File: src/hw/rtl/erot_pkg.sv
// erot_pkg: shared constants, tables and helpers for the euler point rotator
// no dependencies
package erot_pkg;

	localparam int COORD_WIDTH  = 32;
	localparam int ANGLE_WIDTH  = 16;
	localparam int CORDIC_STEPS = 24;
	localparam int CORDIC_W     = 34;
	localparam int COEF_W       = 17;
	localparam int GAIN_INV     = 652032874;
	localparam int UNIT         = 32768;
	localparam int ROUND_HALF   = 16384;
	localparam int FRAC_SHIFT   = 15;
	localparam int QUEUE_DEPTH  = 2;

	localparam logic [1:0] QUAD_0 = 2'd0;
	localparam logic [1:0] QUAD_1 = 2'd1;
	localparam logic [1:0] QUAD_2 = 2'd2;

	localparam logic [31:0] ATAN_TURN [CORDIC_STEPS] = '{
		32'd536870912, 32'd316933406, 32'd167458907, 32'd85004756,
		32'd42667331, 32'd21354465, 32'd10679838, 32'd5340245,
		32'd2670163, 32'd1335087, 32'd667544, 32'd333772,
		32'd166886, 32'd83443, 32'd41722, 32'd20861,
		32'd10430, 32'd5215, 32'd2608, 32'd1304,
		32'd652, 32'd326, 32'd163, 32'd81
	};

	// round q3.30 to q1.15 and clamp to plus or minus one
	function automatic logic signed [COEF_W-1:0] to_unit(input logic signed [CORDIC_W-1:0] v);
		logic signed [CORDIC_W-1:0] t;
		logic signed [COEF_W-1:0] r;
		t = (v + CORDIC_W'(ROUND_HALF)) >>> FRAC_SHIFT;
		if (t > CORDIC_W'(UNIT)) begin
			r = COEF_W'(UNIT);
		end else if (t < -CORDIC_W'(UNIT)) begin
			r = -COEF_W'(UNIT);
		end else begin
			r = t[COEF_W-1:0];
		end
		return r;
	endfunction

endpackage

File: src/hw/rtl/erot_queue.sv
// erot_queue: short word queue between front and back
// depends on erot_pkg for the depth
module erot_queue #(
	parameter int WIDTH = 8,
	parameter int DEPTH = erot_pkg::QUEUE_DEPTH
) (
	input  logic             clk,
	input  logic             arst_n,
	input  logic             push_valid,
	output logic             push_ready,
	input  logic [WIDTH-1:0] push_word,
	output logic             pop_valid,
	input  logic             pop_ready,
	output logic [WIDTH-1:0] pop_word
);
	import erot_pkg::*;

	localparam int PW = (DEPTH > 1) ? $clog2(DEPTH) : 1;
	localparam int CW = $clog2(DEPTH + 1);

	logic [WIDTH-1:0] mem_q [DEPTH];
	logic [PW-1:0] wr_q, rd_q;
	logic [CW-1:0] cnt_q;
	logic push, pop;

	assign push_ready = (cnt_q != CW'(DEPTH));
	assign pop_valid  = (cnt_q != '0);
	assign pop_word   = mem_q[rd_q];
	assign push       = push_valid && push_ready;
	assign pop        = pop_valid && pop_ready;

	always_ff @(posedge clk or negedge arst_n) begin
		if (!arst_n) begin
			wr_q  <= '0;
			rd_q  <= '0;
			cnt_q <= '0;
		end else begin
			if (push) begin
				wr_q <= (wr_q == PW'(DEPTH - 1)) ? '0 : wr_q + 1'b1;
			end
			if (pop) begin
				rd_q <= (rd_q == PW'(DEPTH - 1)) ? '0 : rd_q + 1'b1;
			end
			if (push && !pop) begin
				cnt_q <= cnt_q + 1'b1;
			end else if (pop && !push) begin
				cnt_q <= cnt_q - 1'b1;
			end
		end
	end

	always_ff @(posedge clk) begin
		if (push) begin
			mem_q[wr_q] <= push_word;
		end
	end

endmodule

File: config.mk
export PLATFORM = sky130hd
export DESIGN_NAME = erot_queue
export DESIGN_NICKNAME = d
export VERILOG_FILES = /design/src/hw/rtl/erot_pkg.sv /design/src/hw/rtl/erot_queue.sv
export SDC_FILE = /design/constraint.sdc
export NUM_CORES = 1
export LEC_CHECK = 0
export BUFFER_PORTS_ARGS = -buffer_cell sky130_fd_sc_hd__buf_4
export CORE_MARGIN = 5
export CORE_UTILIZATION = 44
export DETAILED_ROUTE_END_ITERATION = 6
export GPL_TIMING_DRIVEN = 0
export HOLD_SLACK_MARGIN = 0.05
export MAX_ROUTING_LAYER = met4
export PLACE_DENSITY = 0.72
export SYNTH_ARGS = -nofsm -noshare
export SYNTH_HDL_FRONTEND = slang
export SYNTH_SLANG_ARGS = --single-unit
export TNS_END_PERCENT = 1
File: constraint.sdc
create_clock -name clk -period 1.4 [get_ports clk]
set_input_delay 0.21 -clock clk [delete_from_list [all_inputs] [get_ports clk]]
set_output_delay 0.21 -clock clk [all_outputs]
set_load 0.005 [all_outputs]
==> results by stage <==
Global routing:
- Entering global routing, the biggest net connects 12 pins.
- The first global-routing pass estimated 1.86 mm of wire.
- For this run the aggregate overflow at the end of global routing stands at 0.
- The initial antenna violation count came to 0.
- Across every metal layer, demand over resource in global routing totals 0.0994.
- The number of global-route vias before repair is 457.

Clocking:
- The longest clock path from root to sink contains 2 buffers.
- The number of buffers created by CTS is 3.
- The clock-pin slew on the worst setup and hold paths is 0.11 ns.
- The deepest level of the CTS H-tree is 1.
- TritonCTS built the clock tree.
- Clock tree synthesis selected as its root buffer the cell sky130_fd_sc_hd__clkbuf_4.
- The later pin in the worst-skew pair is clocked with a latency of 0.29 ns.
- CTS saw 20 sinks.

Setup path:
- The worst reg2reg path startpoint is cnt_q[0].
- The worst setup path is launched from a flop.
- Tracing the worst setup path back leads to its startpoint at rd_q.
- STA classifies the critical path endpoint as a primary output.
- Data arrives at the worst endpoint at 1.28 ns.
- The biggest cell delay along the critical path is 0.42 ns.
- The type of the setup path with the least slack is reg -> out.
- Along the worst path, the maximum fanout reaches 5.
- The critical path goes through buf_6, mux2_4, buf_6.
- In this design, the critical path's most frequently occurring cell is sky130_fd_sc_hd__buf_6.
- At the worst endpoint, the required time is 1.19 ns.
- Setup slack on the worst reg-to-reg path comes out at -0.04 ns.
- The cell with the largest stage delay on the worst path is sky130_fd_sc_hd__dfrtp_1.

Cells and area:
- The finished layout holds 97 standard cells, fillers aside.
- The total non-filler cell area in the finished layout is 1130 µm².
- The antenna diode instance count is 0.
- Relative to the synthesized area, the layout overhead comes to 43.1%.
- The fraction of final layout cells sized beyond drive strength 1 is 0.597.
- Counting the fill cells in the layout gives 136.
- The number of nets at the end of the flow is 86.

Timing:
- The number of setup violations in the final report is 9.
- For the pin with the worst max-slew slack, the measured transition is 0.245 ns.
- The achievable clock frequency is 669 MHz.
- Of the available clock period, the critical path in the final layout requires 1.07.
- The setup slack after layout is -0.0937 ns.
- The clock period minus worst slack is 1.49 ns.
- Clock skew on the completed layout was measured at 0.00515 ns.
- Setup repair after global routing could not meet its margin everywhere.
- Summed over all failing endpoints, the final setup total negative slack is -0.721 ns.
- In this run the tightest slew margin relative to its limit is 0.836.
- The number of hold-slack violations in the final timing report is 0.
- The final count of pins violating max slew was 0.

Min path:
- The path category of the worst min-delay check is in -> reg.
- The worst hold path begins at push_word[2].

Route:
- The routed wire length is 1.24 mm.
- The antenna violation net count after detailed routing is 0.
- In the routed layout, each cell is associated on average with a via count of 4.59.
- The via count is 445.
- The post-route DRC violation count is 0.
- For this block, the initial DRC count from the detailed router was 4.
- Before antenna repair, the detailed router went through 4 iterations.
- After detailed routing, the average wire length per cell comes to 12.8 µm.

Synthesis:
- The cell area that synthesis handed to floorplanning was 787 µm².
- The area fraction in compound gates after synthesis was 0.
- The net count after synthesis is 56.
- For this run, the number of Yosys warnings is 0.
- The share of synthesized cell area in and, or, nand and nor gates is 0.0652.
- The portion of synthesized area spent on multiplexers is 0.114.
- After synthesis, the cell types taking the most area are sky130_fd_sc_hd__edfxtp_1, sky130_fd_sc_hd__dfrtp_1, sky130_fd_sc_hd__mux2_2.
- In this run, synthesis produced a sequential element count of 20.
- The adder-cell share of the synthesized area is 0.0159.
- Of the total synthesized cell area, the portion taken by XOR and XNOR cells is 0.0556.
- The post-synthesis instance total is 43.
- The area share of the leading cell type in the synthesized netlist is 0.610.
- By area, the combinational part of the netlist is dominated by multiplexers.
- Counting distinct cell types in the post-synthesis netlist gives 14.
- The synthesized design spends more area on one cell type than any other, namely sky130_fd_sc_hd__edfxtp_1.
- The sequential share of the synthesized area is 0.738.
- Each instance of the synthesized netlist takes up on average 18.3 µm².

Run status:
- The flow ran to the end, but the final reports show violations.
- The checks that failed: setup timing.

Floorplanning:
- The standard-cell row count is 15.
- The starting density of the core is 0.461.
- The floorplan step set the die width to 52.3 µm.
- During I/O placement, the number of pins put on the boundary was 22.
- The full die area is 2730 µm².
- The die is 52.3 µm tall.
- The core region is 1710 µm².

Job:
- The tool flagged a number of max-cap violations equal to 0.

Placement:
- The pre-CTS worst setup slack is -0.193 ns.
- Port buffering added 21 buffers.
- The number of placed cells counting well taps is 89.
- The HPWL after detailed placement is 868 µm.
- The total placed instance area is 976 µm².
- At the end of routability-driven placement, the weighted congestion stood at 0.712.

Power:
- Power spread over the standard cell area amounts to 2020 nW/µm².
- The leakage power is 0.479 nW.
- The total power of the final layout is 2.27 mW.
- The worst-case IR drop observed on VDD is 1.10 mV.
-- state kept, by name (all words and copies together) (netlist names) --
register  flops
rd_q          1
mem_q        16
cnt_q         2
wr_q          1
-- layout make-up --
type / count / area (µm²) / area share
Buffer: 1 / 11.3 / 0.0100
Clock buffer: 4 / 36.3 / 0.0322
Inverter: 1 / 3.75 / 0.00333
Multi-Input combinational cell: 21 / 239 / 0.212
Sequential cell: 20 / 581 / 0.516
Tap cell: 25 / 31.3 / 0.0278
Timing Repair Buffer: 25 / 224 / 0.199
-- cell usage after synthesis --
cell type                  count
sky130_fd_sc_hd__edfxtp_1     16
sky130_fd_sc_hd__mux2_2        8
sky130_fd_sc_hd__dfrtp_1       4
sky130_fd_sc_hd__xnor2_1       3
sky130_fd_sc_hd__nor2_1        2
sky130_fd_sc_hd__xor2_1        2
sky130_fd_sc_hd__and3_1        1
sky130_fd_sc_hd__buf_2         1
sky130_fd_sc_hd__ha_1          1
sky130_fd_sc_hd__inv_1         1
sky130_fd_sc_hd__nand2_1       1
sky130_fd_sc_hd__nand2_4       1
sky130_fd_sc_hd__nand2b_4      1
sky130_fd_sc_hd__or2_4         1
-- timing repair --
action                                  in CTS  in global routing
buffers inserted                             1                  1
endpoints found under the setup margin      17                 20
cloned                                       0                  1
gates resized for setup                      4                 20
hold buffers                                 1                  0
hold endpoints to repair                     4                  0
-- cell usage in the layout (no fill, tap or decap), types with 2 or more instances in the layout --
master,instances
sky130_fd_sc_hd__buf_4,15
sky130_fd_sc_hd__buf_6,10
sky130_fd_sc_hd__clkbuf_4,3
sky130_fd_sc_hd__dfrtp_1,4
sky130_fd_sc_hd__edfxtp_1,16
sky130_fd_sc_hd__mux2_4,8
sky130_fd_sc_hd__xnor2_1,3
sky130_fd_sc_hd__xor2_1,2
-- critical path, delay by kind of cell (launching register included) --
kind | cells | cell delay [ns]
flip-flops | 1 | 0.42
buffers and inverters | 2 | 0.27
multiplexers | 1 | 0.30
-- per-stage QoR --
step,utilization,hold slack (ns)
2_1_floorplan,-,-0.0856
3_3_place_gp,0.571,0.00937
3_5_place_dp,0.571,0.00937
4_1_cts,0.610,0.0860
5_1_grt,0.659,0.0697
6_report,0.659,0.0919
-- final timing paths --
kind                                to  depth (start not counted)
max                        pop_word[4]                          3
min in group asynchronous     cnt_q[0]                          2
min                        mem_q[1][2]                          1
max in group asynchronous         wr_q                          2
min reg2reg                   cnt_q[0]                          1
max reg2reg                   cnt_q[1]                          6
-- routing by layer --
metal	share of wire	global-route usage	vias to the layer above	wire (µm)
met2	0.53	0.157	13	654
met1	0.41	0.117	215	507
met5	0	-	-	0
met4	0.014	0.0766	0	17
met3	0.050	0.00855	2	62
li1	-	-	215	-
-- cell families after synthesis --
group / Yosys count
xor+xnor: 5
fa+ha+maj: 1
buf+inv: 2
flops: 20
mux: 8
simple gates: 7
-- power breakdown --
part	leakage [nW]	internal [mW]	switching, mW
sequential	0.195	0.831	0.102
clock	0.0210	0.158	0.168
combinational	0.263	0.648	0.362
No activity file was read; power rests on OpenSTA's default activity.
