**src/hw/rtl/erot_pkg.sv**
```systemverilog
// erot_pkg: shared constants, tables and helpers for the euler point rotator
// no dependencies
package erot_pkg;

	localparam int COORD_WIDTH  = 32;
	localparam int ANGLE_WIDTH  = 16;
	localparam int CORDIC_STEPS = 24;
	localparam int CORDIC_W     = 34;
	localparam int COEF_W       = 17;
	localparam int GAIN_INV     = 652032874;
	localparam int UNIT         = 32768;
	localparam int ROUND_HALF   = 16384;
	localparam int FRAC_SHIFT   = 15;
	localparam int QUEUE_DEPTH  = 2;

	localparam logic [1:0] QUAD_0 = 2'd0;
	localparam logic [1:0] QUAD_1 = 2'd1;
	localparam logic [1:0] QUAD_2 = 2'd2;

	localparam logic [31:0] ATAN_TURN [CORDIC_STEPS] = '{
		32'd536870912, 32'd316933406, 32'd167458907, 32'd85004756,
		32'd42667331, 32'd21354465, 32'd10679838, 32'd5340245,
		32'd2670163, 32'd1335087, 32'd667544, 32'd333772,
		32'd166886, 32'd83443, 32'd41722, 32'd20861,
		32'd10430, 32'd5215, 32'd2608, 32'd1304,
		32'd652, 32'd326, 32'd163, 32'd81
	};

	// round q3.30 to q1.15 and clamp to plus or minus one
	function automatic logic signed [COEF_W-1:0] to_unit(input logic signed [CORDIC_W-1:0] v);
		logic signed [CORDIC_W-1:0] t;
		logic signed [COEF_W-1:0] r;
		t = (v + CORDIC_W'(ROUND_HALF)) >>> FRAC_SHIFT;
		if (t > CORDIC_W'(UNIT)) begin
			r = COEF_W'(UNIT);
		end else if (t < -CORDIC_W'(UNIT)) begin
			r = -COEF_W'(UNIT);
		end else begin
			r = t[COEF_W-1:0];
		end
		return r;
	endfunction

endpackage

```
**src/hw/rtl/erot_if.sv**
```systemverilog
// erot_if: point and result stream interfaces
// depends on erot_pkg for default widths
interface erot_in_if #(
	parameter int COORD_WIDTH = erot_pkg::COORD_WIDTH,
	parameter int ANGLE_WIDTH = erot_pkg::ANGLE_WIDTH
);
	logic valid;
	logic ready;
	logic signed [COORD_WIDTH-1:0] point_x;
	logic signed [COORD_WIDTH-1:0] point_y;
	logic signed [COORD_WIDTH-1:0] point_z;
	logic signed [ANGLE_WIDTH-1:0] angle_x;
	logic signed [ANGLE_WIDTH-1:0] angle_y;
	logic signed [ANGLE_WIDTH-1:0] angle_z;

	modport source (output valid, point_x, point_y, point_z, angle_x, angle_y, angle_z,
		input ready);
	modport sink (input valid, point_x, point_y, point_z, angle_x, angle_y, angle_z,
		output ready);
endinterface


```
**src/hw/rtl/erot_front.sv**
```systemverilog
// erot_front: input register, packs point and angles and flags zero residues
// depends on erot_pkg and erot_in_if
module erot_front #(
	parameter int COORD_WIDTH = erot_pkg::COORD_WIDTH,
	parameter int ANGLE_WIDTH = erot_pkg::ANGLE_WIDTH,
	parameter int WORD_W      = 3 * COORD_WIDTH + 3 * (ANGLE_WIDTH + 1)
) (
	input  logic              clk,
	input  logic              arst_n,
	erot_in_if.sink           src,
	output logic              push_valid,
	input  logic              push_ready,
	output logic [WORD_W-1:0] push_word
);
	import erot_pkg::*;

	localparam int AW1 = ANGLE_WIDTH + 1;

	logic              valid_q;
	logic [WORD_W-1:0] word_q;
	logic [ANGLE_WIDTH-1:0] ang [3];
	logic [AW1-1:0] tag [3];

	assign ang[0] = src.angle_x;
	assign ang[1] = src.angle_y;
	assign ang[2] = src.angle_z;

	for (genvar a = 0; a < 3; a++) begin : g_tag
		// quarter turn residue zero gives an exact result
		assign tag[a] = {(ang[a][ANGLE_WIDTH-3:0] == '0), ang[a]};
	end

	assign src.ready  = !valid_q || push_ready;
	assign push_valid = valid_q;
	assign push_word  = word_q;

	always_ff @(posedge clk or negedge arst_n) begin
		if (!arst_n) begin
			valid_q <= 1'b0;
		end else if (src.ready) begin
			valid_q <= src.valid;
		end
	end

	always_ff @(posedge clk) begin
		if (src.ready && src.valid) begin
			word_q <= {tag[2], tag[1], tag[0], src.point_z, src.point_y, src.point_x};
		end
	end

endmodule

```
**src/flat_wrapper.sv**
```systemverilog
// flat-port wrapper written by rule: the top's interface ports become plain ports
module erot_front_flat import erot_pkg::*;
#(
	parameter int COORD_WIDTH = erot_pkg::COORD_WIDTH,
	parameter int ANGLE_WIDTH = erot_pkg::ANGLE_WIDTH,
	parameter int WORD_W      = 3 * COORD_WIDTH + 3 * (ANGLE_WIDTH + 1)
)
  (clk, arst_n, push_valid, push_ready, push_word, src_valid, src_point_x, src_point_y, src_point_z, src_angle_x, src_angle_y, src_angle_z, src_ready);
  erot_in_if #(.COORD_WIDTH(COORD_WIDTH), .ANGLE_WIDTH(ANGLE_WIDTH)) src_i ();
  input  logic clk;
  input  logic arst_n;
  output logic push_valid;
  input  logic push_ready;
  output logic [WORD_W-1:0] push_word;
  input wire logic [$bits(src_i.valid)-1:0] src_valid;
  input wire logic [$bits(src_i.point_x)-1:0] src_point_x;
  input wire logic [$bits(src_i.point_y)-1:0] src_point_y;
  input wire logic [$bits(src_i.point_z)-1:0] src_point_z;
  input wire logic [$bits(src_i.angle_x)-1:0] src_angle_x;
  input wire logic [$bits(src_i.angle_y)-1:0] src_angle_y;
  input wire logic [$bits(src_i.angle_z)-1:0] src_angle_z;
  output wire logic [$bits(src_i.ready)-1:0] src_ready;
  assign src_i.valid = src_valid;
  assign src_i.point_x = src_point_x;
  assign src_i.point_y = src_point_y;
  assign src_i.point_z = src_point_z;
  assign src_i.angle_x = src_angle_x;
  assign src_i.angle_y = src_angle_y;
  assign src_i.angle_z = src_angle_z;
  assign src_ready = src_i.ready;
  erot_front #(.COORD_WIDTH(COORD_WIDTH), .ANGLE_WIDTH(ANGLE_WIDTH), .WORD_W(WORD_W)) u_core (.clk(clk), .arst_n(arst_n), .src(src_i), .push_valid(push_valid), .push_ready(push_ready), .push_word(push_word));
endmodule
```
**config.mk**
```make
export PLATFORM = sky130hd
export DESIGN_NAME = erot_front_flat
export DESIGN_NICKNAME = d
export VERILOG_FILES = /design/src/hw/rtl/erot_pkg.sv /design/src/hw/rtl/erot_if.sv /design/src/hw/rtl/erot_front.sv /design/src/flat_wrapper.sv
export SDC_FILE = /design/constraint.sdc
export NUM_CORES = 1
export LEC_CHECK = 0
export BUFFER_PORTS_ARGS = -buffer_cell sky130_fd_sc_hd__buf_2
export CAP_MARGIN = 10
export CORE_ASPECT_RATIO = 0.7
export CORE_MARGIN = 2
export CORE_UTILIZATION = 32
export CTS_CLUSTER_SIZE = 40
export DETAILED_ROUTE_END_ITERATION = 16
export PLACE_DENSITY = 0.73
export SLEW_MARGIN = 20
export SYNTH_ARGS = -nofsm -noshare
export SYNTH_HDL_FRONTEND = slang
export SYNTH_SLANG_ARGS = --single-unit
```
**constraint.sdc**
```tcl
create_clock -name clk -period 5.7 [get_ports clk]
set_input_delay 0.57 -clock clk [delete_from_list [all_inputs] [get_ports clk]]
set_output_delay 0.57 -clock clk [all_outputs]
set_load 0.02 [all_outputs]
```
==> flow_summary.json <==
{
  "worst_slack_ps": 3900,
  "grt_max_degree": 77,
  "relSlewSlack_pct": 36.5,
  "peakVddDrop_mv": 0.287,
  "seq_area_frac_synth_pct": 97.5,
  "synth_nets": 314,
  "clock-sinks": 148,
  "overflow": 0,
  "ios": 297,
  "cts_resized": 0,
  "htreeDepth": 4,
  "grt_pass1_vias": 3078,
  "synth_top_family_by_area": "simple AND/OR/NAND/NOR gates",
  "die_h_um": 104,
  "path_buf_inv": 1,
  "crit_path_max_incr_delay_ps": 690,
  "avgRoutedWirePerCell_um": 16.1,
  "clock_path_buffers": 2,
  "start_kind": "flop",
  "clk_latency_ps": 410,
  "nNetsFinal": 632,
  "first_pass_iters": 4,
  "tns_ps": 0,
  "power_leakage_nw": 2.96,
  "ys.warnings.count": 0,
  "netlist_area_sq_mm": 0.00455,
  "rsz0062_at_grt": "no",
  "synthCells": 166,
  "start_util_pct": 32.7,
  "drv_slew": 0,
  "fp.dieW_um": 147,
  "via_per_inst": 4.17,
  "period_needed_ps": 1800,
  "synthAdderAreaFrac_pct": 0,
  "rows": 36,
  "finalHoldViolCount": 0,
  "worstMarginPinSlew_ps": 952,
  "path_clk_slew_ps": 60,
  "p_per_area_mw_per_mm2": 400,
  "drcViolationCount": 0,
  "holdCritPathClass": "input port to flop",
  "cp_cell_sequence": "nand2b_1 -> and2_4 -> buf_4",
  "place.gp.congestion": 0.734,
  "maxCapViolations": 0,
  "clockRootBuffer": "clkbuf_16",
  "first_iter_violations": 166,
  "arrival_ps": 1840,
  "critPathCaptureType": "flop",
  "dp_slack_ps": 3600,
  "syn_area_per_cell_sq_um": 27.4,
  "cts_tree": "yes",
  "die_area_sq_mm": 0.0152,
  "period_share_pct": 31.6,
  "final_layout_size_suffix_gt1_share_pct": 66.0,
  "fin_skew_ps": 6.64,
  "cp.required_ps": 5740,
  "finalSetupViolations": 0,
  "yosys.area_share.xor_xnor_pct": 0,
  "synth_cell_types": 7,
  "ant_nets": 0,
  "fmax_mhz": 555,
  "slowest_stage": "buf_4",
  "synthMuxAreaShare_pct": 0,
  "post_cts_buffers": 0,
  "setup.worst_path.class": "flop to flop",
  "grt_pass1_wl_um": 16800,
  "routed_wl_um": 11100,
  "grt_usage_pct": 14.9,
  "portBuffers": 296,
  "yosys.area_share.simple_pct": 2.47,
  "ys_ff_latch": 148,
  "cp_max_fo": 76,
  "coreArea_sq_mm": 0.0139,
  "status": "finished, final reports clean",
  "path_delay_family": "buffers and inverters",
  "cts_made_buffers": 17,
  "diodes": 0,
  "antenna_found_initial": 0,
  "vias": 2868,
  "synth_compound_area_share_pct": 0,
  "syn_to_final_growth_pct": 53.5,
  "hold_buffers": 1
}
==> power breakdown <==
| group | total (mW) | switching, mW | internal [mW] |
|---|---|---|---|
| combinational | 0.215 | 0.140 | 0.0750 |
| clock | 1.30 | 0.429 | 0.866 |
| sequential | 1.28 | 0.0143 | 1.27 |
| total | 2.80 | 0.584 | 2.21 |
==> cells in the final DEF, fill, tap and decap left out, drive strengths merged <==
| cell | instances |
|---|---|
| buf | 298 |
| nor2 | 3 |
| clkinv | 5 |
| nand2b | 2 |
| dfrtp | 1 |
| clkbuf | 19 |
| bufinv | 7 |
| dlygate4sd3 | 1 |
| inv | 1 |
| edfxtp | 147 |
| and4 | 3 |
| and2 | 1 |
| nor4 | 9 |
==> synthesized netlist by cell type, drive strengths merged <==
cell type  count  area [sq um]
nor2           3          11.3
edfxtp       147          4410
and4           3          26.3
and2           1          6.26
dfrtp          1          25.0
nor4           9          56.3
nand2b         2          12.5
==> sequential cells by signal, summed over array words and instances (netlist names) <==
register,cells
u_core.push_word,147
u_core.push_valid,1
==> layout make-up <==
cell class | count | area [sq um]
Timing Repair Buffer | 299 | 1510
Fill cell | 1180 | 6930
Tap cell | 190 | 238
Clock buffer | 19 | 433
Clock inverter | 13 | 254
Sequential cell | 148 | 4440
Multi-Input combinational cell | 18 | 115
==> metrics by stage <==
stage               hold WS (ps)  area (sq um)  power [mW]  std cells  utilization [%]
floorplan                    274          4550        1.41        166                -
detailed placement           346          6290        1.53        654             45.2
CTS                          305          6990        2.82        687             50.2
global route                 302          6990        2.88        687             50.2
global placement             347          6290        1.52        654             45.2
finish                       326          6990        2.80        687             50.2
==> final timing paths <==
path | start | to | slack [ps] | cells past startpoint
max in group asynchronous | arst_n | u_core.push_valid$_DFFE_PN0P_ | 5160 | 2
worst max-delay path | u_core.push_valid$_DFFE_PN0P_ | u_core.push_word[48]$_DFFE_PP_ | 3900 | 3
worst min-delay path | src_point_z[18] | u_core.push_word[82]$_DFFE_PP_ | 330 | 1
min in group asynchronous | arst_n | u_core.push_valid$_DFFE_PN0P_ | 460 | 2
worst min register to register | u_core.push_valid$_DFFE_PN0P_ | u_core.push_valid$_DFFE_PN0P_ | 570 | 2
worst max register to register | u_core.push_valid$_DFFE_PN0P_ | u_core.push_word[48]$_DFFE_PP_ | 3900 | 3
==> cell families (layout without fill, tap and decap cells) <==
group,count (synthesis),after routing
buffers and inverters,0,331
AND/OR/NAND/NOR,18,18
flip-flops,148,148
==> per-layer routing <==
layer | vias to the layer above | track usage, % | wire [um]
li1 | 1324 | - | -
met1 | 1358 | 17.1 | 4300
met2 | 172 | 23.7 | 5480
met3 | 14 | 7.27 | 1130
met4 | 0 | 6.52 | 184
met5 | - | 0 | 0
Power figures use the tool's default switching activity.
